### config.mk
export PLATFORM = sky130hd
export DESIGN_NAME = unsigned_radix_formatter
export DESIGN_NICKNAME = d
export VERILOG_FILES = /design/src/rtl/urf_pkg.sv /design/src/rtl/urf_bcd.sv /design/src/rtl/urf_buf.sv /design/src/rtl/unsigned_radix_formatter.sv
export VERILOG_INCLUDE_DIRS = /design/src /design/src/rtl
export SDC_FILE = /design/constraint.sdc
export NUM_CORES = 1
export LEC_CHECK = 0
export BUFFER_PORTS_ARGS = -buffer_cell sky130_fd_sc_hd__buf_2
export CORE_MARGIN = 1.5
export CORE_UTILIZATION = 43
export CTS_CLUSTER_SIZE = 28
export DETAILED_ROUTE_END_ITERATION = 8
export PLACE_DENSITY_LB_ADDON = 0.08
export RECOVER_POWER = 50
export SETUP_SLACK_MARGIN = 0.2
export SLEW_MARGIN = 5
export SYNTH_ARGS = -nofsm -noshare
export SYNTH_HDL_FRONTEND = slang
export SYNTH_SLANG_ARGS = --single-unit
### constraint.sdc
create_clock -name clock -period 8.8 [get_ports clock]
set_clock_uncertainty 0.1 [all_clocks]
set_input_delay 0.44 -clock clock [delete_from_list [all_inputs] [get_ports clock]]
set_output_delay 0.44 -clock clock [all_outputs]
set_load 0.05 [all_outputs]
### src/rtl/unsigned_radix_formatter_assert.svh
// ----------------------------------------------------------------------------
// unsigned radix formatter assertion macros
// Property wrappers used by the formatter; empty when SYNTHESIS is defined.
// ----------------------------------------------------------------------------
`ifndef UNSIGNED_RADIX_FORMATTER_ASSERT_SVH
`define UNSIGNED_RADIX_FORMATTER_ASSERT_SVH
`ifndef SYNTHESIS
// same-cycle implication
`define URF_ASSERT_IMPLY(label, ante, cons) \
   label: assert property (@(posedge clock) disable iff (reset) (ante) |-> (cons)) \
      else $error("unsigned_radix_formatter: same-cycle check failed");
// next-cycle implication
`define URF_ASSERT_NEXT(label, ante, cons) \
   label: assert property (@(posedge clock) disable iff (reset) (ante) |=> (cons)) \
      else $error("unsigned_radix_formatter: next-cycle check failed");
`else
`define URF_ASSERT_IMPLY(label, ante, cons)
`define URF_ASSERT_NEXT(label, ante, cons)
`endif
`endif

### src/rtl/urf_pkg.sv
// ----------------------------------------------------------------------------
// urf_pkg
// Codes, character constants and digit lookup for the radix formatter.
// ----------------------------------------------------------------------------
package urf_pkg;

   // length modifier codes
   localparam logic [1:0] LEN_DEFAULT = 2'd0;
   localparam logic [1:0] LEN_SHORT   = 2'd1;
   localparam logic [1:0] LEN_LONG    = 2'd2;

   // radix codes (unused code acts as decimal)
   localparam logic [1:0] RADIX_DEC = 2'd0;
   localparam logic [1:0] RADIX_OCT = 2'd1;
   localparam logic [1:0] RADIX_HEX = 2'd2;

   // ascii characters
   localparam logic [7:0] CHAR_ZERO    = 8'h30;
   localparam logic [7:0] CHAR_X_LOWER = 8'h78;
   localparam logic [7:0] CHAR_X_UPPER = 8'h58;

   localparam int PREC_W = 6;

   // digit tables
   localparam logic [7:0] HEX_LOWER [16] = '{
      8'h30, 8'h31, 8'h32, 8'h33, 8'h34, 8'h35, 8'h36, 8'h37,
      8'h38, 8'h39, 8'h61, 8'h62, 8'h63, 8'h64, 8'h65, 8'h66
   };
   localparam logic [7:0] HEX_UPPER [16] = '{
      8'h30, 8'h31, 8'h32, 8'h33, 8'h34, 8'h35, 8'h36, 8'h37,
      8'h38, 8'h39, 8'h41, 8'h42, 8'h43, 8'h44, 8'h45, 8'h46
   };

   // one digit to its ascii character
   function automatic logic [7:0] digit_char(input logic [3:0] digit, input logic upper);
      return upper ? HEX_UPPER[digit] : HEX_LOWER[digit];
   endfunction

endpackage

### src/rtl/urf_bcd.sv
// ----------------------------------------------------------------------------
// urf_bcd
// Bit-serial binary to bcd converter (shift and add 3), one bit per cycle.
// ----------------------------------------------------------------------------
module urf_bcd #(
   parameter int VALUE_WIDTH = 64,
   parameter int BCD_DIGITS  = 20
) (
   input  logic                      clock,
   input  logic                      reset,
   input  logic                      start,
   input  logic [VALUE_WIDTH-1:0]    bin_value,
   output logic                      done,
   output logic [4*BCD_DIGITS-1:0]   bcd_value
);

   localparam int BCD_W = 4 * BCD_DIGITS;
   localparam int CNT_W = $clog2(VALUE_WIDTH + 1);

   logic                   busy_ff;
   logic                   done_ff;
   logic [CNT_W-1:0]       cnt_ff;
   logic [VALUE_WIDTH-1:0] bin_ff;
   logic [BCD_W-1:0]       bcd_ff;
   logic [BCD_W-1:0]       adj;
   logic [BCD_W-1:0]       bcd_in;

   // add 3 to every digit of 5 or more, then shift in the next binary bit
   always_comb begin
      for (int i = 0; i < BCD_DIGITS; i++) begin
         adj[4*i +: 4] = (bcd_ff[4*i +: 4] >= 4'd5) ? bcd_ff[4*i +: 4] + 4'd3
                                                   : bcd_ff[4*i +: 4];
      end
      bcd_in = {adj[BCD_W-2:0], bin_ff[VALUE_WIDTH-1]};
   end

   // conversion sequencer
   always_ff @(posedge clock) begin
      if (reset) begin
         busy_ff <= 1'b0;
         done_ff <= 1'b0;
         cnt_ff  <= '0;
      end else begin
         done_ff <= 1'b0;
         if (start) begin
            busy_ff <= 1'b1;
            cnt_ff  <= CNT_W'(VALUE_WIDTH);
            bin_ff  <= bin_value;
            bcd_ff  <= '0;
         end else if (busy_ff) begin
            bcd_ff <= bcd_in;
            bin_ff <= bin_ff << 1;
            cnt_ff <= cnt_ff - 1'b1;
            if (cnt_ff == CNT_W'(1)) begin
               busy_ff <= 1'b0;
               done_ff <= 1'b1;
            end
         end
      end
   end

   assign done      = done_ff;
   assign bcd_value = bcd_ff;

endmodule

### src/rtl/urf_buf.sv
// ----------------------------------------------------------------------------
// urf_buf
// Character buffer: one write port, one read port with registered data.
// ----------------------------------------------------------------------------
module urf_buf #(
   parameter  int DEPTH  = 64,
   localparam int ADDR_W = $clog2(DEPTH)
) (
   input  logic              clock,
   input  logic              wr_en,
   input  logic [ADDR_W-1:0] wr_addr,
   input  logic [7:0]        wr_data,
   input  logic              rd_en,
   input  logic [ADDR_W-1:0] rd_addr,
   output logic [7:0]        rd_data
);

   logic [7:0] mem [DEPTH];
   logic [7:0] rd_data_ff;

   // write port
   always_ff @(posedge clock) begin
      if (wr_en) begin
         mem[wr_addr] <= wr_data;
      end
   end

   // read port, data held until the next read
   always_ff @(posedge clock) begin
      if (rd_en) begin
         rd_data_ff <= mem[rd_addr];
      end
   end

   assign rd_data = rd_data_ff;

endmodule

### src/rtl/unsigned_radix_formatter.sv
// ----------------------------------------------------------------------------
// unsigned_radix_formatter
// Formats one unsigned value as decimal, octal or hex ascii text.
// ----------------------------------------------------------------------------
// One request at a time. Decimal values (nonzero) first pass through the
// bit-serial bcd converter; octal and hex skip it. The text is then built
// least significant character first into the character buffer at one
// character per cycle (digits, a step to find the end, octal zero, precision
// zeros, prefix), and read back most significant first at one character per
// cycle while the result side takes them. The request side is stalled from
// acceptance until the last character has been read from the buffer; the
// final character may still sit in the output register when the next
// request is taken.
module unsigned_radix_formatter #(
   parameter int MAX_CHARS   = 64,
   parameter int VALUE_WIDTH = 64
) (
   input  logic        clock,
   input  logic        reset,
   input  logic        req_valid,
   output logic        req_stall,
   input  logic [63:0] req_value,
   input  logic [1:0]  req_length_mod,
   input  logic [1:0]  req_radix_select,
   input  logic        req_upper_case,
   input  logic        req_precision_given,
   input  logic [5:0]  req_precision,
   input  logic        req_alt_form,
   input  logic        req_zero_flag,
   output logic        rsp_valid,
   input  logic        rsp_stall,
   output logic [7:0]  rsp_character,
   output logic        rsp_last
);

   localparam int BCD_DIGITS = (VALUE_WIDTH * 30103) / 100000 + 1;
   localparam int WORK_W     = 4 * BCD_DIGITS;
   localparam int CNT_W      = $clog2(MAX_CHARS + 1);
   localparam int ADDR_W     = $clog2(MAX_CHARS);
   localparam int CMP_W      = (CNT_W > urf_pkg::PREC_W) ? CNT_W : urf_pkg::PREC_W;
   localparam int PREC_LIMIT = ((MAX_CHARS - 2) < 62) ? (MAX_CHARS - 2) : 62;
   localparam logic [urf_pkg::PREC_W-1:0] PREC_MAX = urf_pkg::PREC_W'(PREC_LIMIT);
   localparam logic [CNT_W-1:0]           MAX_CNT  = CNT_W'(MAX_CHARS);

   typedef enum logic [2:0] {
      ST_IDLE, ST_BCD, ST_DIGITS, ST_ALTZ, ST_PAD, ST_PFX_X, ST_PFX_0, ST_EMIT
   } state_type;

   state_type                   state_ff, state_in;
   logic [WORK_W-1:0]           work_ff, work_in;
   logic [CNT_W-1:0]            n_ff, n_in;
   logic [CNT_W-1:0]            rem_ff, rem_in;
   logic [urf_pkg::PREC_W-1:0]  pad_ff, pad_in;
   logic                        alt_oct_ff, alt_oct_in;
   logic                        prefix_ff, prefix_in;
   logic                        upper_ff, upper_in;
   logic                        oct_ff, oct_in;
   logic                        pend_ff, pend_in;
   logic                        pend_last_ff, pend_last_in;
   logic                        rsp_valid_ff, rsp_valid_in;
   logic [7:0]                  rsp_char_ff, rsp_char_in;
   logic                        rsp_last_ff, rsp_last_in;

   logic [VALUE_WIDTH-1:0]      trunc;
   logic                        is_zero;
   logic                        is_oct;
   logic                        is_hex;
   logic [urf_pkg::PREC_W-1:0]  prec_eff;
   logic                        wr_req;
   logic                        wr_en;
   logic [7:0]                  wr_data;
   logic                        room;
   logic                        bcd_start;
   logic                        bcd_done;
   logic [WORK_W-1:0]           bcd_value;
   logic                        issue;
   logic                        load_out;
   logic [7:0]                  rd_data;
   logic [3:0]                  digit;

   // length truncation and request decode
   always_comb begin
      case (req_length_mod)
         urf_pkg::LEN_SHORT: trunc = VALUE_WIDTH'(req_value[15:0]);
         urf_pkg::LEN_LONG:  trunc = req_value[VALUE_WIDTH-1:0];
         default:            trunc = VALUE_WIDTH'(req_value[31:0]);
      endcase
      is_zero = (trunc == '0);
      is_oct  = (req_radix_select == urf_pkg::RADIX_OCT);
      is_hex  = (req_radix_select == urf_pkg::RADIX_HEX);
      if (!req_precision_given) begin
         prec_eff = '0;
      end else if (req_precision > PREC_MAX) begin
         prec_eff = PREC_MAX;
      end else begin
         prec_eff = req_precision;
      end
   end

   assign room  = (n_ff < MAX_CNT);
   assign digit = oct_ff ? {1'b0, work_ff[2:0]} : work_ff[3:0];

   // sequencer and output register next values
   always_comb begin
      state_in     = state_ff;
      work_in      = work_ff;
      rem_in       = rem_ff;
      pad_in       = pad_ff;
      alt_oct_in   = alt_oct_ff;
      prefix_in    = prefix_ff;
      upper_in     = upper_ff;
      oct_in       = oct_ff;
      wr_req       = 1'b0;
      wr_data      = urf_pkg::CHAR_ZERO;
      bcd_start    = 1'b0;
      n_in         = n_ff;

      case (state_ff)
         ST_IDLE: begin
            if (req_valid) begin
               n_in       = '0;
               upper_in   = req_upper_case && is_hex;
               oct_in     = is_oct;
               alt_oct_in = !is_zero && req_alt_form && is_oct;
               prefix_in  = !is_zero && req_alt_form && is_hex &&
                            !(req_zero_flag && !req_precision_given);
               if (!is_zero) begin
                  pad_in = prec_eff;
               end else if (req_precision_given && req_precision == '0) begin
                  pad_in = (req_alt_form && is_oct) ? urf_pkg::PREC_W'(1) : '0;
               end else if (prec_eff == '0) begin
                  pad_in = urf_pkg::PREC_W'(1);
               end else begin
                  pad_in = prec_eff;
               end
               if (!is_zero && !is_oct && !is_hex) begin
                  bcd_start = 1'b1;
                  state_in  = ST_BCD;
               end else begin
                  work_in  = WORK_W'(trunc);
                  state_in = ST_DIGITS;
               end
            end
         end
         ST_BCD: begin
            if (bcd_done) begin
               work_in  = bcd_value;
               state_in = ST_DIGITS;
            end
         end
         ST_DIGITS: begin
            if (work_ff != '0) begin
               wr_req  = 1'b1;
               wr_data = urf_pkg::digit_char(digit, upper_ff);
               work_in = oct_ff ? (work_ff >> 3) : (work_ff >> 4);
            end else begin
               state_in = alt_oct_ff ? ST_ALTZ : ST_PAD;
            end
         end
         ST_ALTZ: begin
            wr_req   = 1'b1;
            state_in = ST_PAD;
         end
         ST_PAD: begin
            if (CMP_W'(n_ff) < CMP_W'(pad_ff)) begin
               wr_req = 1'b1;
            end else if (prefix_ff) begin
               state_in = ST_PFX_X;
            end else begin
               rem_in   = n_ff;
               state_in = ST_EMIT;
            end
         end
         ST_PFX_X: begin
            wr_req   = 1'b1;
            wr_data  = upper_ff ? urf_pkg::CHAR_X_UPPER : urf_pkg::CHAR_X_LOWER;
            state_in = ST_PFX_0;
         end
         ST_PFX_0: begin
            wr_req    = 1'b1;
            prefix_in = 1'b0;
            state_in  = ST_PAD;
         end
         ST_EMIT: begin
            if (rem_ff == '0 && !pend_ff) begin
               state_in = ST_IDLE;
            end
         end
         default: begin
            state_in = ST_IDLE;
         end
      endcase

      // buffer write, dropped once the buffer is full
      wr_en = wr_req && room;
      if (wr_en) begin
         n_in = n_ff + 1'b1;
      end

      // read back most significant first through a one-entry pending slot
      load_out     = pend_ff && (!rsp_valid_ff || !rsp_stall);
      issue        = (state_ff == ST_EMIT) && (rem_ff != '0) && (!pend_ff || load_out);
      pend_in      = issue ? 1'b1 : (load_out ? 1'b0 : pend_ff);
      pend_last_in = issue ? (rem_ff == CNT_W'(1)) : pend_last_ff;
      if (issue) begin
         rem_in = rem_ff - 1'b1;
      end

      // output register
      rsp_char_in = rsp_char_ff;
      rsp_last_in = rsp_last_ff;
      if (load_out) begin
         rsp_valid_in = 1'b1;
         rsp_char_in  = rd_data;
         rsp_last_in  = pend_last_ff;
      end else if (!rsp_stall) begin
         rsp_valid_in = 1'b0;
      end else begin
         rsp_valid_in = rsp_valid_ff;
      end
   end

   // state and registered outputs
   always_ff @(posedge clock) begin
      if (reset) begin
         state_ff     <= ST_IDLE;
         n_ff         <= '0;
         rem_ff       <= '0;
         pend_ff      <= 1'b0;
         rsp_valid_ff <= 1'b0;
      end else begin
         state_ff     <= state_in;
         n_ff         <= n_in;
         rem_ff       <= rem_in;
         pend_ff      <= pend_in;
         rsp_valid_ff <= rsp_valid_in;
      end
      work_ff      <= work_in;
      pad_ff       <= pad_in;
      alt_oct_ff   <= alt_oct_in;
      prefix_ff    <= prefix_in;
      upper_ff     <= upper_in;
      oct_ff       <= oct_in;
      pend_last_ff <= pend_last_in;
      rsp_char_ff  <= rsp_char_in;
      rsp_last_ff  <= rsp_last_in;
   end

   // decimal converter
   urf_bcd #(
      .VALUE_WIDTH (VALUE_WIDTH),
      .BCD_DIGITS  (BCD_DIGITS)
   ) u_bcd (
      .clock     (clock),
      .reset     (reset),
      .start     (bcd_start),
      .bin_value (trunc),
      .done      (bcd_done),
      .bcd_value (bcd_value)
   );

   // character buffer
   urf_buf #(
      .DEPTH (MAX_CHARS)
   ) u_buf (
      .clock   (clock),
      .wr_en   (wr_en),
      .wr_addr (n_ff[ADDR_W-1:0]),
      .wr_data (wr_data),
      .rd_en   (issue),
      .rd_addr (ADDR_W'(rem_ff - 1'b1)),
      .rd_data (rd_data)
   );

   assign req_stall     = (state_ff != ST_IDLE);
   assign rsp_valid     = rsp_valid_ff;
   assign rsp_character = rsp_char_ff;
   assign rsp_last      = rsp_last_ff;

   // checks
`include "unsigned_radix_formatter_assert.svh"
   `URF_ASSERT_IMPLY(a_idle_drained, !req_stall, rem_ff == '0 && !pend_ff)
   `URF_ASSERT_NEXT(a_pending_kept, pend_ff && rsp_valid_ff && rsp_stall, pend_ff)
   `URF_ASSERT_IMPLY(a_read_bound, 1'b1, rem_ff <= n_ff && n_ff <= MAX_CNT)

endmodule
Word-level counts from Yosys, hierarchy flattened
Memories as Yosys holds them, arrays and structs flattened. A register that Yosys moved wholly into a read port is not among the register bits.
Index checks and enable logic that the tools add are counted.
Widths: inputs -> output; s select.
Storage, ports and cells
  bits in writable memories: 512
  bits in registers: 272
  memory bits (read-only): 256
  memories kept: 3
  input bits: 82
  logic and storage cells: 228
Memories
  u_buf.mem: depth 64, bits a word 8, read ports 1, clocked after memory_dff 1, wr ports 1, line urf_buf.sv:18  | logic [7:0] mem [DEPTH];
  (no name shown): depth 16, bits a word 8, read ports 1, clocked after memory_dff 0, wr ports 0, line urf_pkg.sv:36  | return upper ? HEX_UPPER[digit] : HEX_LOWER[digit];
  (no name shown): depth 16, bits a word 8, read ports 1, clocked after memory_dff 0, wr ports 0, line urf_pkg.sv:36
Cells by class
  multiplexer cells: 81
  bitwise operators: 3
  $lt $le $gt $ge: 24
  equal/unequal tests: 23
  $add $sub $neg: 23
  reduce and logical (&&, ||, !) cells: 51
Operator list (count)
  $mux 80: 5
  $pmux 80 s3: 1
  $mux 64: 2
  $pmux 64 s2: 1
  $ge 4x3->1 const B: 20
  $mux 4: 20
  $reduce_bool 80->1: 1
  $mux 77: 1
  $add 4x2->4 const B: 19
  $logic_not 64->1: 1
  $mux 7: 9
  $mux 8: 6
  $mux 6: 6
  $mux 3: 7
  $pmux 3 s7: 1
  $mux 1: 17
  $pmux 8 s2: 1
  $logic_and 1x1->1: 15
  $eq 7x1->1 const B: 2
  $ne 2x2->1 const B: 7
  $sub 7x1->7 const B: 2
  $eq 3x3->1 const B: 4
  $logic_not 6->1: 2
  $reduce_bool 2->1: 6
  27 further kinds: 49

Depth between registers and ports, before layout
  depth in word-level cells: 11
  depth in mapped cells: 12
  mapped depth without buffers: 8

By module
Synthesis repeated with hierarchy kept, for this count alone.
Unflattened totals
  cell total of the unflattened synthesis: 2345
  area, all modules: 35673.0 sq um
Modules (own cells, without submodules)
  urf_buf: area an instance 20246.9 sq um, instances 1, cells an instance 940
  urf_bcd: area an instance 7903.8 sq um, instances 1, cells an instance 653
  unsigned_radix_formatter: area an instance 7522.2 sq um, instances 1, cells an instance 752

Worst setup path before layout
No wires, ideal clock.
  path type: reg-to-reg
  start point: reg state_ff[2]
  end point: reg u_bcd.bcd_ff[0] (netlist: u_bcd.bcd_value[0]) (enable)
  period minus slack after synthesis: 8.667 ns
  buffers on the path: 1
  library setup time: 0.649 ns
  cell stages (with the launch flop): 9
  setup slack: 0.133 ns
  data arrival time: 7.918 ns
  path through: dfxtp_1 > nor3_1 > inv_1 > nor3_1 > o311ai_1 > a21boi_1 > clkbuf_1 > nor2_1 > nor2_1
On the way
  cells in the longest elaborated chain, start to end: 4
Ends and longest elaborated chain
  start: declaration: line unsigned_radix_formatter.sv:49  | state_type state_ff, state_in;
  start signal: assignment: line unsigned_radix_formatter.sv:232  | state_ff <= state_in;
  $logic_not 3->1: line unsigned_radix_formatter.sv:118  | case (state_ff)
  $mux 1: line unsigned_radix_formatter.sv:118
  $reduce_bool 2->1 (no line)
  $reduce_and 2->1 (no line)
  end signal: assignment: line urf_bcd.sv:51  | bcd_ff <= bcd_in;
  end: declaration: line urf_bcd.sv:24  | logic [BCD_W-1:0] bcd_ff;
Every way passes these cells.
A chain may end at the register's enable or synchronous reset.

Worst setup path after layout
  start point: reg state_ff[2]
  end point: mem u_buf.mem[36][3], data pin
On the way
  cells in the longest elaborated chain, start to end: 2
  elaborated cells on any way between the ends: 3
Ends and longest elaborated chain
  $eq 3x3->1 or $eq 3x2->1 (tied branches): line unsigned_radix_formatter.sv:118
  $pmux 8 s2 (*): line unsigned_radix_formatter.sv:118
  via u_buf.wr_data[3]: line urf_buf.sv:12  | input logic [7:0] wr_data,
  end: declaration: line urf_buf.sv:18
The timed path passes the listed nets; every way through them passes the cells marked *.

==> impl_results.md <==
- Max Clock Freq: 0.158 GHz
- Launch instance of the worst register-to-register path: state_ff[2]$_SDFFE_PP0P_
- DR pass1 iterations: 7
- Number of placement rows: 100
- Largest area contributor in the netlist: sky130_fd_sc_hd__edfxtp_1
- Startpoint Class: flip-flop
- Setup CP Type: flip-flop to flip-flop
- Flop and latch count out of synthesis: 726
- Number of enable flip-flop cells after synthesis: ~700
- Net count of the mapped netlist: around 2300
- CTS resizes: 0
- Power share of the combinational group: approximately a fifth
- FFs w/ async S/R, synth: 0%
- Top cells by area, synth: sky130_fd_sc_hd__edfxtp_1 (65%), sky130_fd_sc_hd__mux4_2 (9.7%), sky130_fd_sc_hd__nand2_1 (2.8%), sky130_fd_sc_hd__mux2i_1 (2.1%), sky130_fd_sc_hd__nor2_1 (2.1%)
- Total via count after detailed routing: 19100
- Sequential cell area: between 20000 and 25000 um^2
- Worst rel slew slack: -119%
- Die Area: 77100 um^2
- First-pass GRT wire length: 121000 um
- HPWL after detailed placement: 51500 um
- Maximum number of buffers from clock root to sink: 3
- DR DRC count: 0
- Via density per instance: ~5.7
- Start point of the worst min-delay path: req_value[8]
- Worst path setup slack after routing: 2450 ps
- Num ports: 93
- Period utilization: 72.1%
- Overall routing resource usage: 21.0%
- Total congestion overflow after global routing: 0
- Initial Util: 43.5%
- Worst hold path endpoint: u_bcd.bin_ff[8]$_DFFE_PP_
- Failing checks: max-capacitance violations, max-slew violations
- Hold-fix buffer count after cts: 5
- Post-Synthesis Cell Area: 32400 um^2
- Maximum capacitance violations: 8
- Power Dens Cells: between 200 and 300 nW/um^2
- Number of nets in the final layout: 2451
- Setup crit end kind: flip-flop
- Slack of the worst reg-to-reg path: 2450 ps
- H-tree Lvls: 3
- Die extent in x: 278 um
- Most common flop cell mapped by yosys: sky130_fd_sc_hd__edfxtp_1
- Distinct cells, synth: 70
- Length in cells of the worst reg-to-reg path: 5
- Postcts setup bufs: 0
- Slew Limit Fails: 378
- Minimum clock period: 6350 ps
- Number of I/O port buffers: 91
- Worst reg2reg path endpoint: u_buf.mem[36][3]$_DFFE_PP_
- Final hold vios: 0
- Instance count of the mapped netlist: 2203
- Routability Congestion: 0.812
- Fraction of final layout cells with drive strength greater than 1: roughly 18%
- Vias in the first global route: 19200
- Clock buffer count from CTS: 80
- Worst min-delay path class: input port to flip-flop
- Part of the power in the clock network: 32.4%
- Sequential power share: 48.6%
- Switch Pwr: 2.92 mW
- Post-Synthesis Mean Instance Area: 14.7 um^2
- Number of antenna violations at the first check in global routing: 4
- Worst VDD drop: 199 uV
- Switching power as a share of total power: about 30%
- RSZ-0062 raised after global routing: no
- Number of cells on the worst hold path: 3
- Detailed-route wire length per cell: 23.9 um
- Most frequent cell after synthesis: sky130_fd_sc_hd__edfxtp_1
- Area share of the largest cell type after synthesis: 64.6%
- Area growth from synthesis to layout: 12.7%
- Count of synthesis-stage warnings from yosys: 0
- Post-DRT Antenna Nets: 0
- CTS tree: built
- Largest net degree at the start of global routing: 96
- Chip height: 278 um
- Worst endpoint required time: 8640 ps
- Static power due to leakage: 12.2 nW
- Setup TNS Final: 0 ps
- Final setup violation count: 0
- Violation count after the first detailed-routing iteration: 1621
- Data arrival time of the critical path: around 6200 ps
- Worst Max-Slew Pin Slew: about 3300 ps
- Highest net fanout along the worst path: 64
- Clock root cell: sky130_fd_sc_hd__clkbuf_16
- Detailed-route wire length: 80100 um
- Sink count of the clock tree: about 730
- Clock insertion delay at the later pin of the skew report: between 600 and 700 ps
- Placement-stage worst setup slack: 4090 ps
- Most numerous cell types in the synthesized netlist: sky130_fd_sc_hd__edfxtp_1 (698), sky130_fd_sc_hd__nand2_1 (245), sky130_fd_sc_hd__nor2_1 (179), sky130_fd_sc_hd__mux4_2 (140), sky130_fd_sc_hd__a21oi_1 (91)
- Area of the core: 74600 um^2
- Run status: complete, but fails checks
- Final-layout fill cell count: around 6400
- Part of the Yosys area used for sequential elements: 66.4%
- Area of the multi-input gates: 10200 um^2
- Clock-pin transition on the worst setup and hold timing paths: 60 ps
- Internal cell power: 6.89 mW
cell usage in the layout (no fill, tap or decap), types with 65 or more instances in the layout:
cell                        netlist  routed
sky130_fd_sc_hd__o21ai_0         81     103
sky130_fd_sc_hd__buf_2           33      77
sky130_fd_sc_hd__nor4_1          68      65
sky130_fd_sc_hd__nor2_1         179     178
sky130_fd_sc_hd__nand2_1        245     243
sky130_fd_sc_hd__edfxtp_1       698     698
sky130_fd_sc_hd__clkbuf_16        0      81
sky130_fd_sc_hd__a21oi_1         91      91
sky130_fd_sc_hd__inv_1           66      66
sky130_fd_sc_hd__mux2i_1         68      68
sky130_fd_sc_hd__mux4_2         140     140
per-stage QoR:
step                instance area, um^2  cells  hold slack (ps)  util (%)  power [mW]
finish                            36500   3351             26.9      49.0        9.81
global route                      36500   3351             21.1      49.0        10.3
CTS                               36600   3350             3.68      49.1        9.92
detailed placement                34100   3198              314      45.7        6.73
global placement                  34100   3198              308      45.7        6.69
floorplan                         32400   2203              300         -        6.11
cell families (layout without fill, tap and decap cells):
logic type / Yosys count / after routing / synth area share, %
buf+inv: 195 / 373 / 2.57
compound gates: 310 / 310 / 6.17
xor+xnor: 49 / 49 / 1.35
other cells: 1 / 2 / 0.0116
flops: 726 / 726 / 66.4
simple gates: 645 / 645 / 9.10
mux: 224 / 224 / 12.4
fa+ha+maj: 53 / 53 / 2.05
worst max-delay path by stage:
| stage | start | endpoint | slack (ps) |
|---|---|---|---|
| after global routing | rem_ff[0]$_SDFFE_PP0P_ | u_buf.rd_data[1]$_DFFE_PP_ | 1940 |
| after CTS | rem_ff[0]$_SDFFE_PP0P_ | u_buf.rd_data[1]$_DFFE_PP_ | 4070 |
| after detailed placement | rem_ff[0]$_SDFFE_PP0P_ | u_buf.rd_data[1]$_DFFE_PP_ | 4090 |
| after floorplan | req_length_mod[0] | work_ff[0]$_DFFE_PP_ | 1150 |
| after global placement | rem_ff[0]$_SDFFE_PP0P_ | u_buf.rd_data[1]$_DFFE_PP_ | 4120 |
| final | state_ff[2]$_SDFFE_PP0P_ | u_buf.mem[36][3]$_DFFE_PP_ | 2450 |
critical path, cell delays in order, from the launching register on:
cell and delay [ps]:
sky130_fd_sc_hd__dfxtp_1 340, sky130_fd_sc_hd__clkbuf_1 580, sky130_fd_sc_hd__nand2b_2 420, sky130_fd_sc_hd__clkbuf_1 1120, sky130_fd_sc_hd__o41ai_2 680, sky130_fd_sc_hd__clkbuf_1 2340
power groups by stage:
| stage | Combinational, mW | Clock [mW] | Sequential, mW |
|---|---|---|---|
| after floorplan | 1.37 | 0 | 4.74 |
| after global placement | 1.87 | 0 | 4.82 |
| after detailed placement | 1.91 | 0 | 4.82 |
| after CTS | 1.92 | 3.25 | 4.76 |
| after global routing | 2.09 | 3.37 | 4.82 |
| final | 1.87 | 3.17 | 4.77 |
sequential cells by signal (all words and copies together), names as in the netlist:
signal           flops
u_buf.mem          448
u_bcd.bcd_value     80
work_ff             80
u_bcd.bin_ff        64
n_ff                 7
rem_ff               7
rsp_character        7
u_bcd.cnt_ff         7
u_buf.rd_data        7
pad_ff               6
state_ff             3
alt_oct_ff           1
oct_ff               1
pend_ff              1
pend_last_ff         1
prefix_ff            1
rsp_last             1
rsp_valid            1
u_bcd.busy_ff        1
u_bcd.done           1
upper_ff             1
per-layer routing:
metal  vias to the layer above  GRT usage [%]  part of all wire, %  wire length [um]
met3                       118           3.09                  4.7              3770
li1                       8736              -                    -                 -
met4                         4           6.18                  2.6              2070
met2                       519           35.3                   49             39600
met5                         -              0                0.041                33
met1                      9687           28.3                   43             34600
cell type report:
cell class / count / share of cell area (%)
Timing Repair Buffer: 160 / 2.54
Antenna cell: 1 / 0.00685
Tap cell: 969 / 3.32
Inverter: 66 / 0.678
Sequential cell: 726 / 58.9
Multi-Input combinational cell: 1282 / 27.8
Clock buffer: 108 / 5.85
Clock inverter: 39 / 0.853
Note: power is estimated with default switching activity, not from simulation.
